<file path="config.mk">
export PLATFORM = sky130hd
export DESIGN_NAME = caesar_cipher_frequency_crack_top
export DESIGN_NICKNAME = d
export VERILOG_FILES = /design/src/hw/rtl/ccfc_pkg.sv /design/src/hw/rtl/caesar_cipher_frequency_crack_top.sv
export SDC_FILE = /design/constraint.sdc
export NUM_CORES = 1
export LEC_CHECK = 0
export BUFFER_PORTS_ARGS = -buffer_cell sky130_fd_sc_hd__buf_2
export CAP_MARGIN = 10
export CELL_PAD_IN_SITES_DETAIL_PLACEMENT = 1
export CELL_PAD_IN_SITES_GLOBAL_PLACEMENT = 1
export CORE_MARGIN = 10
export CORE_UTILIZATION = 49
export CTS_CLUSTER_SIZE = 25
export DETAILED_ROUTE_END_ITERATION = 8
export PLACE_DENSITY_LB_ADDON = 0.1
export SYNTH_ARGS = -nofsm -noshare
export SYNTH_HDL_FRONTEND = slang
export SYNTH_SLANG_ARGS = --single-unit
</file>
<file path="constraint.sdc">
create_clock -name clk -period 6.62 [get_ports clk]
set_input_delay 0.662 -clock clk [delete_from_list [all_inputs] [get_ports clk]]
set_output_delay 0.662 -clock clk [all_outputs]
set_load 0.01 [all_outputs]
</file>
<file path="src/hw/rtl/ccfc_pkg.sv">
package ccfc_pkg;

    localparam int COUNT_WIDTH = 16;
    localparam int NUM_LETTERS = 26;
    localparam int LETTER_W    = $clog2(NUM_LETTERS);
    localparam int CHAR_W      = 8;
    localparam int KEY_W       = 5;
    localparam int RKEY_W      = 6;
    localparam int OP_W        = 2;

    localparam logic [CHAR_W-1:0] CH_LA = 8'h61;
    localparam logic [CHAR_W-1:0] CH_LZ = 8'h7A;
    localparam logic [CHAR_W-1:0] CH_UA = 8'h41;
    localparam logic [CHAR_W-1:0] CH_UZ = 8'h5A;

    localparam logic [LETTER_W-1:0]    E_INDEX   = LETTER_W'(4);
    localparam logic [KEY_W-1:0]       KEY_RESET = KEY_W'(3);
    localparam logic [COUNT_WIDTH-1:0] COUNT_MAX = {COUNT_WIDTH{1'b1}};

    typedef enum logic [OP_W-1:0] {
        OP_ENCRYPT = 2'd0,
        OP_TALLY   = 2'd1,
        OP_DECRYPT = 2'd2
    } op_t;

endpackage

</file>
<file path="src/hw/rtl/caesar_cipher_frequency_crack_top.sv">
// Caesar cipher byte engine with frequency-analysis key recovery.
//
// Input channel: drive op and char_in with start high; the beat is taken at
// a rising edge where start is high and busy is low. busy rises for one
// cycle after each accepted beat.
// Result channel: done pulses for exactly one cycle with char_out and
// recovered_key. The receiver cannot stall; a result not sampled in that
// cycle is gone.
// Configuration: cfg_we with cfg_wdata writes shift_key at a clock edge; write
// only while no beat is in flight.
// Timing: an accepted beat moves the block into the execute state, at whose
// end done is registered. A new beat may be started in the strobe cycle. The
// execute state serves the registered read of the letter-count memory (read
// on accept, then increment and write back).
// The most frequent letter is tracked incrementally next to the memory, so
// no scan of the histogram is needed on any op.
// Reset: the histogram reads as all zero (per-entry valid bits are
// cleared), the leading letter goes to 'a' and shift_key to 3.
module caesar_cipher_frequency_crack_top (
    input  logic                                  clk,
    input  logic                                  rst_n,
    input  logic                                  start,
    output logic                                  busy,
    input  logic [ccfc_pkg::OP_W-1:0]             op,
    input  logic [ccfc_pkg::CHAR_W-1:0]           char_in,
    output logic                                  done,
    output logic [ccfc_pkg::CHAR_W-1:0]           char_out,
    output logic signed [ccfc_pkg::RKEY_W-1:0]    recovered_key,
    input  logic                                  cfg_we,
    input  logic [ccfc_pkg::KEY_W-1:0]            cfg_wdata
);
    import ccfc_pkg::*;

    typedef enum logic {
        S_IDLE,
        S_EXEC
    } state_t;

    state_t                     state_reg;
    op_t                        op_reg;
    logic [CHAR_W-1:0]          char_reg;
    logic [KEY_W-1:0]           shift_key_reg;
    logic [NUM_LETTERS-1:0]     letter_valid_reg;
    logic [COUNT_WIDTH-1:0]     rd_data_reg;
    logic [LETTER_W-1:0]        top_reg;
    logic [COUNT_WIDTH-1:0]     top_count_reg;
    logic                       done_reg;
    logic [CHAR_W-1:0]          char_out_reg;
    logic [RKEY_W-1:0]          key_reg;

    // Letter-count histogram with a registered read.
    logic [COUNT_WIDTH-1:0]     count_mem [NUM_LETTERS];

    logic                       accept;
    logic [LETTER_W-1:0]        in_idx;
    logic                       is_lower;
    logic                       is_upper;
    logic [LETTER_W-1:0]        idx;
    logic [KEY_W-1:0]           key_mod;
    logic [LETTER_W:0]          enc_sum;
    logic [LETTER_W:0]          dec_sum;
    logic [LETTER_W-1:0]        enc_idx;
    logic [LETTER_W-1:0]        dec_idx;
    logic [COUNT_WIDTH-1:0]     cur_count;
    logic [COUNT_WIDTH-1:0]     new_count;
    logic                       mem_we;
    logic [LETTER_W-1:0]        top_next;
    logic [COUNT_WIDTH-1:0]     top_count_next;
    logic [CHAR_W-1:0]          char_out_next;

    assign accept = start && !busy;
    assign busy   = (state_reg != S_IDLE);

    // Only meaningful for lower-case bytes; other reads are discarded.
    assign in_idx = LETTER_W'(char_in - CH_LA);

    always_comb
    begin
        is_lower = (char_reg >= CH_LA) && (char_reg <= CH_LZ);
        is_upper = (char_reg >= CH_UA) && (char_reg <= CH_UZ);
        idx      = is_lower ? LETTER_W'(char_reg - CH_LA) : LETTER_W'(char_reg - CH_UA);

        // Reduce the key mod 26: it never reaches twice that.
        key_mod = (shift_key_reg >= KEY_W'(NUM_LETTERS))
                  ? (shift_key_reg - KEY_W'(NUM_LETTERS)) : shift_key_reg;

        enc_sum = {1'b0, idx} + (LETTER_W + 1)'(key_mod);
        enc_idx = (enc_sum >= (LETTER_W + 1)'(NUM_LETTERS))
                  ? LETTER_W'(enc_sum - (LETTER_W + 1)'(NUM_LETTERS))
                  : LETTER_W'(enc_sum);

        // Back shift by (top - 4); sum stays in 5..55, so at most two folds.
        dec_sum = {1'b0, idx} + (LETTER_W + 1)'(NUM_LETTERS) + {1'b0, E_INDEX}
                  - {1'b0, top_reg};
        if (dec_sum >= (LETTER_W + 1)'(2 * NUM_LETTERS))
            dec_idx = LETTER_W'(dec_sum - (LETTER_W + 1)'(2 * NUM_LETTERS));
        else if (dec_sum >= (LETTER_W + 1)'(NUM_LETTERS))
            dec_idx = LETTER_W'(dec_sum - (LETTER_W + 1)'(NUM_LETTERS));
        else
            dec_idx = LETTER_W'(dec_sum);

        // Entries never written read as zero.
        cur_count = letter_valid_reg[idx] ? rd_data_reg : '0;
        new_count = cur_count + COUNT_WIDTH'(1);

        mem_we         = 1'b0;
        top_next       = top_reg;
        top_count_next = top_count_reg;
        char_out_next  = char_reg;

        unique case (op_reg)
            OP_ENCRYPT:
            begin
                if (is_lower || is_upper)
                    char_out_next = CH_LA + CHAR_W'(enc_idx);
            end
            OP_TALLY:
            begin
                if (is_lower && (cur_count != COUNT_MAX))
                begin
                    mem_we = (state_reg == S_EXEC);
                    // Counts only grow, so the leader changes only to this
                    // letter: on a higher count, or on a tie at a lower index.
                    if (idx == top_reg)
                        top_count_next = new_count;
                    else if ((new_count > top_count_reg)
                             || ((new_count == top_count_reg) && (idx < top_reg)))
                    begin
                        top_next       = idx;
                        top_count_next = new_count;
                    end
                end
            end
            OP_DECRYPT:
            begin
                if (is_lower || is_upper)
                    char_out_next = CH_LA + CHAR_W'(dec_idx);
            end
            default:
            begin
                char_out_next = char_reg;
            end
        endcase
    end

    // Histogram memory: read on accept, write back in the execute cycle.
    always_ff @(posedge clk)
    begin
        if (accept)
            rd_data_reg <= count_mem[in_idx];
        if (mem_we)
            count_mem[idx] <= new_count;
    end

    always_ff @(posedge clk or negedge rst_n)
    begin
        if (!rst_n)
        begin
            state_reg        <= S_IDLE;
            done_reg         <= 1'b0;
            shift_key_reg    <= KEY_RESET;
            letter_valid_reg <= '0;
            top_reg          <= '0;
            top_count_reg    <= '0;
        end
        else
        begin
            done_reg <= 1'b0;
            if (cfg_we)
                shift_key_reg <= cfg_wdata;
            unique case (state_reg)
                S_IDLE:
                begin
                    if (accept)
                        state_reg <= S_EXEC;
                end
                S_EXEC:
                begin
                    if (mem_we)
                        letter_valid_reg[idx] <= 1'b1;
                    top_reg       <= top_next;
                    top_count_reg <= top_count_next;
                    done_reg      <= 1'b1;
                    state_reg     <= S_IDLE;
                end
                default:
                begin
                    state_reg <= S_IDLE;
                end
            endcase
        end
    end

    // Payload: capture the beat, then the result.
    always_ff @(posedge clk)
    begin
        if (accept)
        begin
            op_reg   <= op_t'(op);
            char_reg <= char_in;
        end
        if (state_reg == S_EXEC)
        begin
            char_out_reg <= char_out_next;
            key_reg      <= RKEY_W'({1'b0, top_next}) - RKEY_W'(E_INDEX);
        end
    end

    assign done          = done_reg;
    assign char_out      = char_out_reg;
    assign recovered_key = key_reg;

    a_done_after_exec: assert property (@(posedge clk) disable iff (!rst_n)
        done_reg |-> $past(state_reg == S_EXEC))
        else $error("result strobe without an execute cycle");

    a_accept_busy: assert property (@(posedge clk) disable iff (!rst_n)
        accept |=> (busy && !done_reg))
        else $error("accepted beat did not raise busy");

    a_top_in_range: assert property (@(posedge clk) disable iff (!rst_n)
        top_reg < LETTER_W'(NUM_LETTERS))
        else $error("leading letter index out of range");

    a_top_count_monotonic: assert property (@(posedge clk) disable iff (!rst_n)
        ##1 (top_count_reg >= $past(top_count_reg)))
        else $error("leading count decreased");

    a_write_in_exec: assert property (@(posedge clk) disable iff (!rst_n)
        mem_we |-> ((state_reg == S_EXEC) && (op_reg == OP_TALLY)))
        else $error("histogram write outside a tally execute cycle");

endmodule

</file>
==> results of run 1 <==
-- timing repair --
action,in CTS,in global routing
pin swaps,1,2
setup endpoints to repair,10,10
resized for setup,2,4
gates cloned,1,0
setup buffers,0,2
-- cells in the mapped netlist (all sizes together), types with 4 or more instances --
library cell,instances
nand2,81
ha,51
nor3,11
and3,27
clkbuf,36
o31a,4
nand4,8
o21ai,53
or2,27
buf,17
edfxtp,456
mux4,118
mux2i,11
mux2,35
nor2b,7
dfrtp,52
o21a,4
xor2,15
nor2,52
nand4b,4
a21oi,29
xnor2,13
o31ai,4
nand3,33
inv,65
-- per-layer routing --
layer	share of wire, %	up-vias	routed length, um
met5	0	-	0
met2	51	268	27900
li1	-	5175	-
met4	1.6	0	885
met1	43	6361	23830
met3	4.4	56	2412
-- placed cells by master, fill, tap and decap left out, drive strengths merged, types with 3 or more instances in the layout --
cell type	instances
and2	3
nor2	53
nand4	8
mux2i	11
and3	27
mux2	35
nor3	11
or2	27
o21ai	53
ha	51
o31ai	4
edfxtp	456
or3	3
nand4b	4
nand3	33
bufinv	6
o21bai	3
a21boi	3
xnor2	13
a31oi	3
o22ai	3
nor4	3
nor2b	7
dfrtp	52
a21oi	29
nor3b	3
o21a	4
nand2	81
mux4	118
xor2	15
inv	66
a211oi	3
o31a	4
clkinv	20
clkbuf	68
buf	97
-- final timing paths --
check | slack (ns) | from | to
max in group asynchronous | 5.90 | rst_n | top_count_reg[4]$_DFFE_PN0P_
setup reg to reg | 0.42 | char_reg[1]$_DFFE_PP_ | recovered_key[4]$_DFFE_PP_
min in group clk | 0.26 | char_in[6] | char_reg[6]$_DFFE_PP_
hold reg to reg | 0.46 | letter_valid_reg[14]$_DFFE_PN0P_ | letter_valid_reg[14]$_DFFE_PN0P_
hold / removal | 0.22 | rst_n | shift_key_reg[4]$_DFFE_PN0P_
setup / recovery | 0.42 | char_reg[1]$_DFFE_PP_ | recovered_key[4]$_DFFE_PP_
-- logic make-up after synthesis --
logic type	synth area share [%]
flops	68.91
simple gates	6.096
mux	14.48
compound gates	3.919
buf+inv	2.338
fa+ha+maj	3.105
xor+xnor	1.157
-- per-stage QoR --
| step | hold WS (ns) | total power, W | setup slack (ns) | std cells |
|---|---|---|---|---|
| finish | 0.2229 | 0.007517 | 0.4157 | 2007 |
| global route | 0.2332 | 0.007811 | -0.01310 | 2007 |
| CTS | 0.2235 | 0.007582 | 0.01698 | 2005 |
| detailed placement | 0.4518 | 0.004659 | -0.4297 | 1908 |
| global placement | 0.4555 | 0.004630 | 0.04194 | 1908 |
| floorplan | 0.3664 | 0.004333 | 0.06662 | 1274 |
-- power by group --
part           switching, W  internal (W)
sequential        0.0000283       0.00359
clock               0.00120       0.00172
combinational      0.000599      0.000379
total               0.00183       0.00569
-- area by class of cell --
cell class | instances | area share, %
Inverter | 65 | 0.9849
Sequential cell | 510 | 60.74
Timing Repair Buffer | 97 | 2.672
Clock buffer | 68 | 5.667
Clock inverter | 28 | 1.162
Multi-Input combinational cell | 647 | 25.78
Tap cell | 592 | 2.990
==> impl_metrics.toml, run 1 <==
[logic_synthesis]
synth.area.top_cells = "edfxtp_1, mux4_2, dfrtp_1"
ys_seq_elements = 510
syn_nets = 1346
synth_top_area_cell = "edfxtp_1"
syn_inst = 1274
synth.distinct_cells = 74
synthFlopType = "edfxtp_1"
synth_edf_count = 456
synth_area_mm2 = 0.02184
syn_area_per_cell_um2 = 17.14
async_reset_ff_share_pct = 10.59
yosysTopAreaCellShare_pct = 62.71
ys_seq_area_share_pct = 68.91
ys_warn_count = 0

[final_layout]
nets = 1445
area.sequential_mm2 = 0.01505
layout-drive-gt1-share_pct = 25.16
num-fill-cells = 4084
final_util_pct = 56.14
fin_area_mm2 = 0.02477
antenna_cells = 0
syn2layout_area_growth_pct = 13.44
multi_input_area_mm2 = 0.006387
largest_register_ffs = 416

[floorplanning]
row_count = 77
chipWidth_um = 231.1
die_y_um = 231.1
pin_count = 35
dieArea_mm2 = 0.05341
coreArea_mm2 = 0.04412
initial_utilization_pct = 49.49

[worst_setup_path]
path_class = "reg2reg"
critPathMaxFanout = 14
critPathBufInv = 3
cp.depth = 25
max_stage_delay_ns = 0.40
critical_path.most_common_cell = "ha_1"
cp_slowest_cell = "edfxtp_1"
worstSetupStartpointType = "register"
cp_top_family = "simple AND/OR/NAND/NOR gates"
cp.arrival_ns = 6.52
worstPathRequired_ns = 6.94
critPathCaptureType = "register"
rr_worst_depth = 25

[cts]
cts_tree = "yes"
cts_hold_buf = 0
clock_sinks = 510
clock_latency_ns = 0.59
cts_max_level = 2
cts_root_buf = "clkbuf_16"
cts_max_path_buffers = 3
numCtsBuffers = 52
clk_pin_slew_worst_paths_ns = 0.06

[placement]
globalplace.congestion = 0.8430
io_buffers = 34
placed_area_mm2 = 0.02303
dp_hpwl_um = 33890

[global_route]
grt_use_met2_pct = 35.46
grt_usage_pct = 20.96
met1_usage_pct = 28.54
grt_pass1_wl_um = 83410
grt_max_degree = 58
antenna_found_initial = 1
grt.busiest_layer = "met2"
grt.met3_usage_pct = 2.944
grt.overflow.total = 0
grt_pass1_vias = 12814

[timing]
fmax_mhz = 161.2
hold_viol = 0
slew_viol_final = 0
tightest_slew_ns = 1.265
period_minus_slack_ns = 6.204
finalClockSkew_ns = 0.01611
setup_tns_ns = 0
relSlewSlack_pct = 15.65
finalCritPeriodShare_pct = 93.72
setup_viol_count_final = 0

[power_and_ir_drop]
powerDensity_mw_per_mm2 = 303.5
leakagePower_nw = 8.885
ir_drop_uv = 178.6

[route]
drtIter0Drc = 1005
viasPerCell = 5.909
wirelength_um = 55030
vias = 11860
drtPass1Iterations = 5
wl_per_cell_um = 27.42
drc = 0
ant_nets = 0

[worst_hold_path]
hold_class = "in2async"

[run_status]
status = "complete, no violations"

[flow_run]
max-cap-violations = 0
No activity file was read; power rests on OpenSTA's default activity.
==> run 2: changes to the inputs <==
- RECOVER_POWER: unset -> 25
- SETUP_SLACK_MARGIN: unset -> 0.4
==> impl_metrics.toml, run 2 (synthesis results as in run 1) <==
[run_status]
status = "complete, but fails checks"
violations = "max-capacitance violations, max-slew violations"

[timing]
rsz0062_at_grt = "no"
fmax_mhz = 165.8
relSlewSlack_pct = -117.0
worst_slack_ns = 0.5887
slew_viol_final = 129
period_minus_slack_ns = 6.031
tightest_slew_ns = 3.255
finalCritPeriodShare_pct = 91.11
fin_hold_ws_ns = 0.2216
finalClockSkew_ns = 0.02346
hold_viol = 0
setup_viol_count_final = 0

[placement]
io_buffers = 34
dp_hpwl_um = 32800
globalplace.congestion = 0.8257
place_ws_ns = -0.4509

[final_layout]
final_cell_mix = "edfxtp_1, mux4_2, nand2_1"
syn2layout_area_growth_pct = 13.77
largest_register_ffs = 416
nets = 1448
layout-drive-gt1-share_pct = 24.37
final_common_cell = "edfxtp_1"
antenna_cells = 0

[flow_run]
max-cap-violations = 3

[worst_setup_path]
worstPathRequired_ns = 6.97
worstSetupStartpointType = "register"
critPathBufInv = 3
critPathMaxFanout = 19
max_stage_delay_ns = 0.40
cp.arrival_ns = 6.38
cp_slowest_cell = "edfxtp_1"
cp_top_family = "simple AND/OR/NAND/NOR gates"
path_class = "reg2reg"
critPathCaptureType = "register"

[cts]
cts_max_level = 2
clk_pin_slew_worst_paths_ns = 0.06
cts_max_path_buffers = 3
numCtsBuffers = 53
cts_root_buf = "clkbuf_16"
cts_tree = "yes"
clock_latency_ns = 0.62
clock_sinks = 510

[route]
ant_nets = 0
drtPass1Iterations = 5
wirelength_um = 54520
wl_per_cell_um = 27.10
drc = 0
vias = 11865
viasPerCell = 5.897
drtIter0Drc = 881

[global_route]
grt_pass1_vias = 12700
grt_usage_pct = 20.44
grt.overflow.total = 0
grt_pass1_wl_um = 81430
grt_max_degree = 55
antenna_found_initial = 0

[floorplanning]
coreArea_mm2 = 0.04412
initial_utilization_pct = 49.49
dieArea_mm2 = 0.05341
pin_count = 35
chipWidth_um = 231.1
die_y_um = 231.1
row_count = 77

[power_and_ir_drop]
powerDensity_mw_per_mm2 = 303.8
total_power_w = 0.007548
leakagePower_nw = 8.851
ir_drop_uv = 167.1

[worst_hold_path]
hold_class = "in2reg"
[run 2: metal layers]
layer | up-vias | part of all wire [%] | global-route usage [%]
met5 | - | 0 | 0
met4 | 0 | 1.8 | 5.221
met3 | 66 | 4.0 | 2.749
met2 | 235 | 51 | 35.52
met1 | 6377 | 43 | 26.77
li1 | 5187 | - | -
[run 2: worst paths after layout]
| kind | start | endpoint | slack [ns] | cells after the start |
|---|---|---|---|---|
| worst max-delay path | char_reg[0]$_DFFE_PP_ | recovered_key[4]$_DFFE_PP_ | 0.59 | 26 |
| worst min-delay path | char_in[6] | char_reg[6]$_DFFE_PP_ | 0.22 | 1 |
| worst max register to register | char_reg[0]$_DFFE_PP_ | recovered_key[4]$_DFFE_PP_ | 0.59 | 26 |
| worst min register to register | letter_valid_reg[2]$_DFFE_PN0P_ | letter_valid_reg[2]$_DFFE_PN0P_ | 0.46 | 1 |
| max in group asynchronous | rst_n | top_count_reg[3]$_DFFE_PN0P_ | 3.52 | 2 |
| min in group asynchronous | rst_n | shift_key_reg[3]$_DFFE_PN0P_ | 1.23 | 2 |
[run 2: cell type report]
type / count / area [um2]
clock buffers: 67 / 1440
clock inverters: 32 / 280.3
fillers: 4084 / 19280
inverters: 65 / 244.0
multi-input cells: 650 / 6489
flip-flops and latches: 510 / 15050
well taps: 592 / 740.7
repair buffers: 96 / 603.1
[run 2: report_power, final]
| group | switching, W | leakage [nW] | internal, W | total, W |
|---|---|---|---|---|
| registers | 0.0000309 | 4.92 | 0.00359 | 0.00362 |
| clock network | 0.00125 | 0.854 | 0.00170 | 0.00295 |
| logic | 0.000594 | 3.07 | 0.000384 | 0.000978 |
| total | 0.00188 | 8.85 | 0.00567 | 0.00755 |
[run 2: what timing repair did]
action,CTS,global route
buffers inserted,1,9
setup endpoints to repair,27,26
pin swaps,3,9
hold endpoints to repair,0,0
resized for setup,7,12
cloned,2,2
hold buffers,0,0
[run 2: worst reg2reg max path, cell delays in order (launching register included)]
cell	delay, ns
edfxtp_1	0.40
buf_4	0.25
nor3_4	0.26
xor2_2	0.19
inv_2	0.05
a32o_1	0.28
a22oi_1	0.26
nand4b_1	0.22
or2_2	0.34
inv_1	0.09
ha_2	0.26
nand4_1	0.24
nor2_1	0.21
nand4_1	0.16
xor2_2	0.28
nor2_4	0.08
ha_1	0.33
nand3_1	0.16
nor4_1	0.31
a211oi_1	0.08
o21a_1	0.17
a21oi_4	0.26
nand4b_1	0.27
nor2_1	0.18
a21oi_1	0.07
ha_1	0.22
xor2_1	0.16
[run 2: metrics by stage]
step	TNS, ns	utilization [%]	std cells	area [um2]
2_1_floorplan	0	-	1274	21860
3_3_place_gp	-0.04948	52.07	1898	22980
3_5_place_dp	-1.470	52.07	1898	22980
4_1_cts	0	56.11	2000	24760
5_1_grt	0	56.30	2012	24840
6_report	0	56.30	2012	24840
==> run 3: changes to the inputs <==
- MAX_ROUTING_LAYER: unset -> met4
==> impl_metrics.toml, run 3 (synthesis results as in run 1) <==
[worst_setup_path]
timing.rr.start = "char_reg[0]$_DFFE_PP_"
r2r_end = "recovered_key[4]$_DFFE_PP_"
worstSetupStartpointType = "register"
critPathMaxFanout = 19
path_class = "reg2reg"
rr_worst_depth = 26
rrSetupSlack_ns = 0.61
worstPathRequired_ns = 6.97
critPathCaptureType = "register"
cp.arrival_ns = 6.36

[run_status]
status = "complete, but fails checks"
violations = "max-capacitance violations, max-slew violations"

[power_and_ir_drop]
total_power_w = 0.007552
ir_drop_uv = 167.2
leakagePower_nw = 8.851
powerDensity_mw_per_mm2 = 304.0

[global_route]
grt_pass1_wl_um = 81520
grt.met3_usage_pct = 2.565
met1_usage_pct = 27.08
grt_pass1_vias = 12688
grt.busiest_layer = "met2"
antenna_found_initial = 0
grt_usage_pct = 21.07
grt_use_met2_pct = 35.34
grt.overflow.total = 0
grt_max_degree = 55

[floorplanning]
pin_count = 35
coreArea_mm2 = 0.04412
dieArea_mm2 = 0.05341
initial_utilization_pct = 49.49
row_count = 77
die_y_um = 231.1
chipWidth_um = 231.1

[final_layout]
largest_register_ffs = 416
nets = 1448
syn2layout_area_growth_pct = 13.77
final_util_pct = 56.30
layout-drive-gt1-share_pct = 24.37
fin_area_mm2 = 0.02484
final_common_cell = "edfxtp_1"
antenna_cells = 0
final_cell_mix = "edfxtp_1, mux4_2, nand2_1"
num-fill-cells = 4084

[cts]
cts_root_buf = "clkbuf_16"
clock_latency_ns = 0.62
cts_tree = "yes"
cts_max_path_buffers = 3
cts_hold_buf = 0
numCtsBuffers = 53
clk_pin_slew_worst_paths_ns = 0.06
clock_sinks = 510
cts_max_level = 2

[timing]
finalClockSkew_ns = 0.02436
setup_viol_count_final = 0
slew_viol_final = 129
tightest_slew_ns = 3.262
hold_viol = 0
rsz0062_at_grt = "no"
worst_slack_ns = 0.6050
finalCritPeriodShare_pct = 90.86
period_minus_slack_ns = 6.015
fmax_mhz = 166.3
relSlewSlack_pct = -117.5

[worst_hold_path]
min_to = "char_reg[6]$_DFFE_PP_"
hold_path.startpoint = "char_in[6]"
hold_class = "in2reg"
hold_depth = 1

[route]
drc = 0
drtIter0Drc = 942
ant_nets = 0
wirelength_um = 54580
viasPerCell = 5.902
vias = 11875
wl_per_cell_um = 27.13
drtPass1Iterations = 5

[placement]
place_ws_ns = -0.4509
io_buffers = 34
placed_area_mm2 = 0.02298
globalplace.congestion = 0.8382
dp_hpwl_um = 32800

[flow_run]
max-cap-violations = 3
[run 3: timing repair]
item / in CTS / in global routing
buffers inserted: 1 / 9
pin swaps: 3 / 9
cloned: 2 / 2
resized for setup: 7 / 12
endpoints found under the setup margin: 27 / 26
endpoints found under the hold margin: 0 / 0
[run 3: metal layers]
layer	vias to the layer above	part of all wire (%)
met2	238	51
li1	5188	-
met4	0	1.9
met1	6378	43
met3	71	3.8
met5	-	0
[run 3: layout make-up]
cell class	instances	area, um2	area share [%]
clock inverter	32	280.3	1.128
tap	592	740.7	2.981
clock buffer	67	1440	5.797
sequential	510	15050	60.57
inverter	65	244.0	0.9821
multi-input combinational	650	6489	26.12
timing repair buffer	96	603.1	2.427
[run 3: worst max path at each step]
stage | slack [ns] | cells past startpoint | from | to
2_1_floorplan | 0.40 | 28 | char_reg[0]$_DFFE_PP_ | recovered_key[4]$_DFFE_PP_
3_3_place_gp | -0.05 | 25 | char_reg[1]$_DFFE_PP_ | recovered_key[4]$_DFFE_PP_
3_5_place_dp | -0.45 | 25 | char_reg[0]$_DFFE_PP_ | recovered_key[4]$_DFFE_PP_
4_1_cts | 0.40 | 25 | char_reg[0]$_DFFE_PP_ | recovered_key[4]$_DFFE_PP_
5_1_grt | 0.18 | 25 | char_reg[0]$_DFFE_PP_ | recovered_key[4]$_DFFE_PP_
6_report | 0.61 | 26 | char_reg[0]$_DFFE_PP_ | recovered_key[4]$_DFFE_PP_
[run 3: through the flow]
stage          hold slack [ns]  std cells  TNS [ns]
3_5_place_dp            0.4469       1898    -1.470
6_report                0.2219       2012         0
5_1_grt                 0.2125       2012         0
2_1_floorplan           0.3664       1274         0
4_1_cts                 0.1965       2000         0
3_3_place_gp            0.4511       1898  -0.04948
[run 3: critical path, stage by stage (launching register included)]
cell and delay (ns):
edfxtp_1 0.40, buf_4 0.26, nor3_4 0.25, xor2_2 0.19, inv_2 0.05, a32o_1 0.28, a22oi_1 0.25, nand4b_1 0.22
or2_2 0.33, inv_1 0.09, ha_2 0.26, nand4_1 0.24, nor2_1 0.21, nand4_1 0.16, xor2_2 0.28, nor2_4 0.08
ha_1 0.32, nand3_1 0.16, nor4_1 0.31, a211oi_1 0.08, o21a_1 0.17, a21oi_4 0.25, nand4b_1 0.27, nor2_1 0.18
a21oi_1 0.07, ha_1 0.22, xor2_1 0.16
[run 3: power by group]
group / internal [W] / leakage (nW) / switching, W
Sequential: 0.00359 / 4.92 / 0.0000309
Combinational: 0.000384 / 3.07 / 0.000593
Clock: 0.00170 / 0.854 / 0.00126
Total: 0.00567 / 8.85 / 0.00188
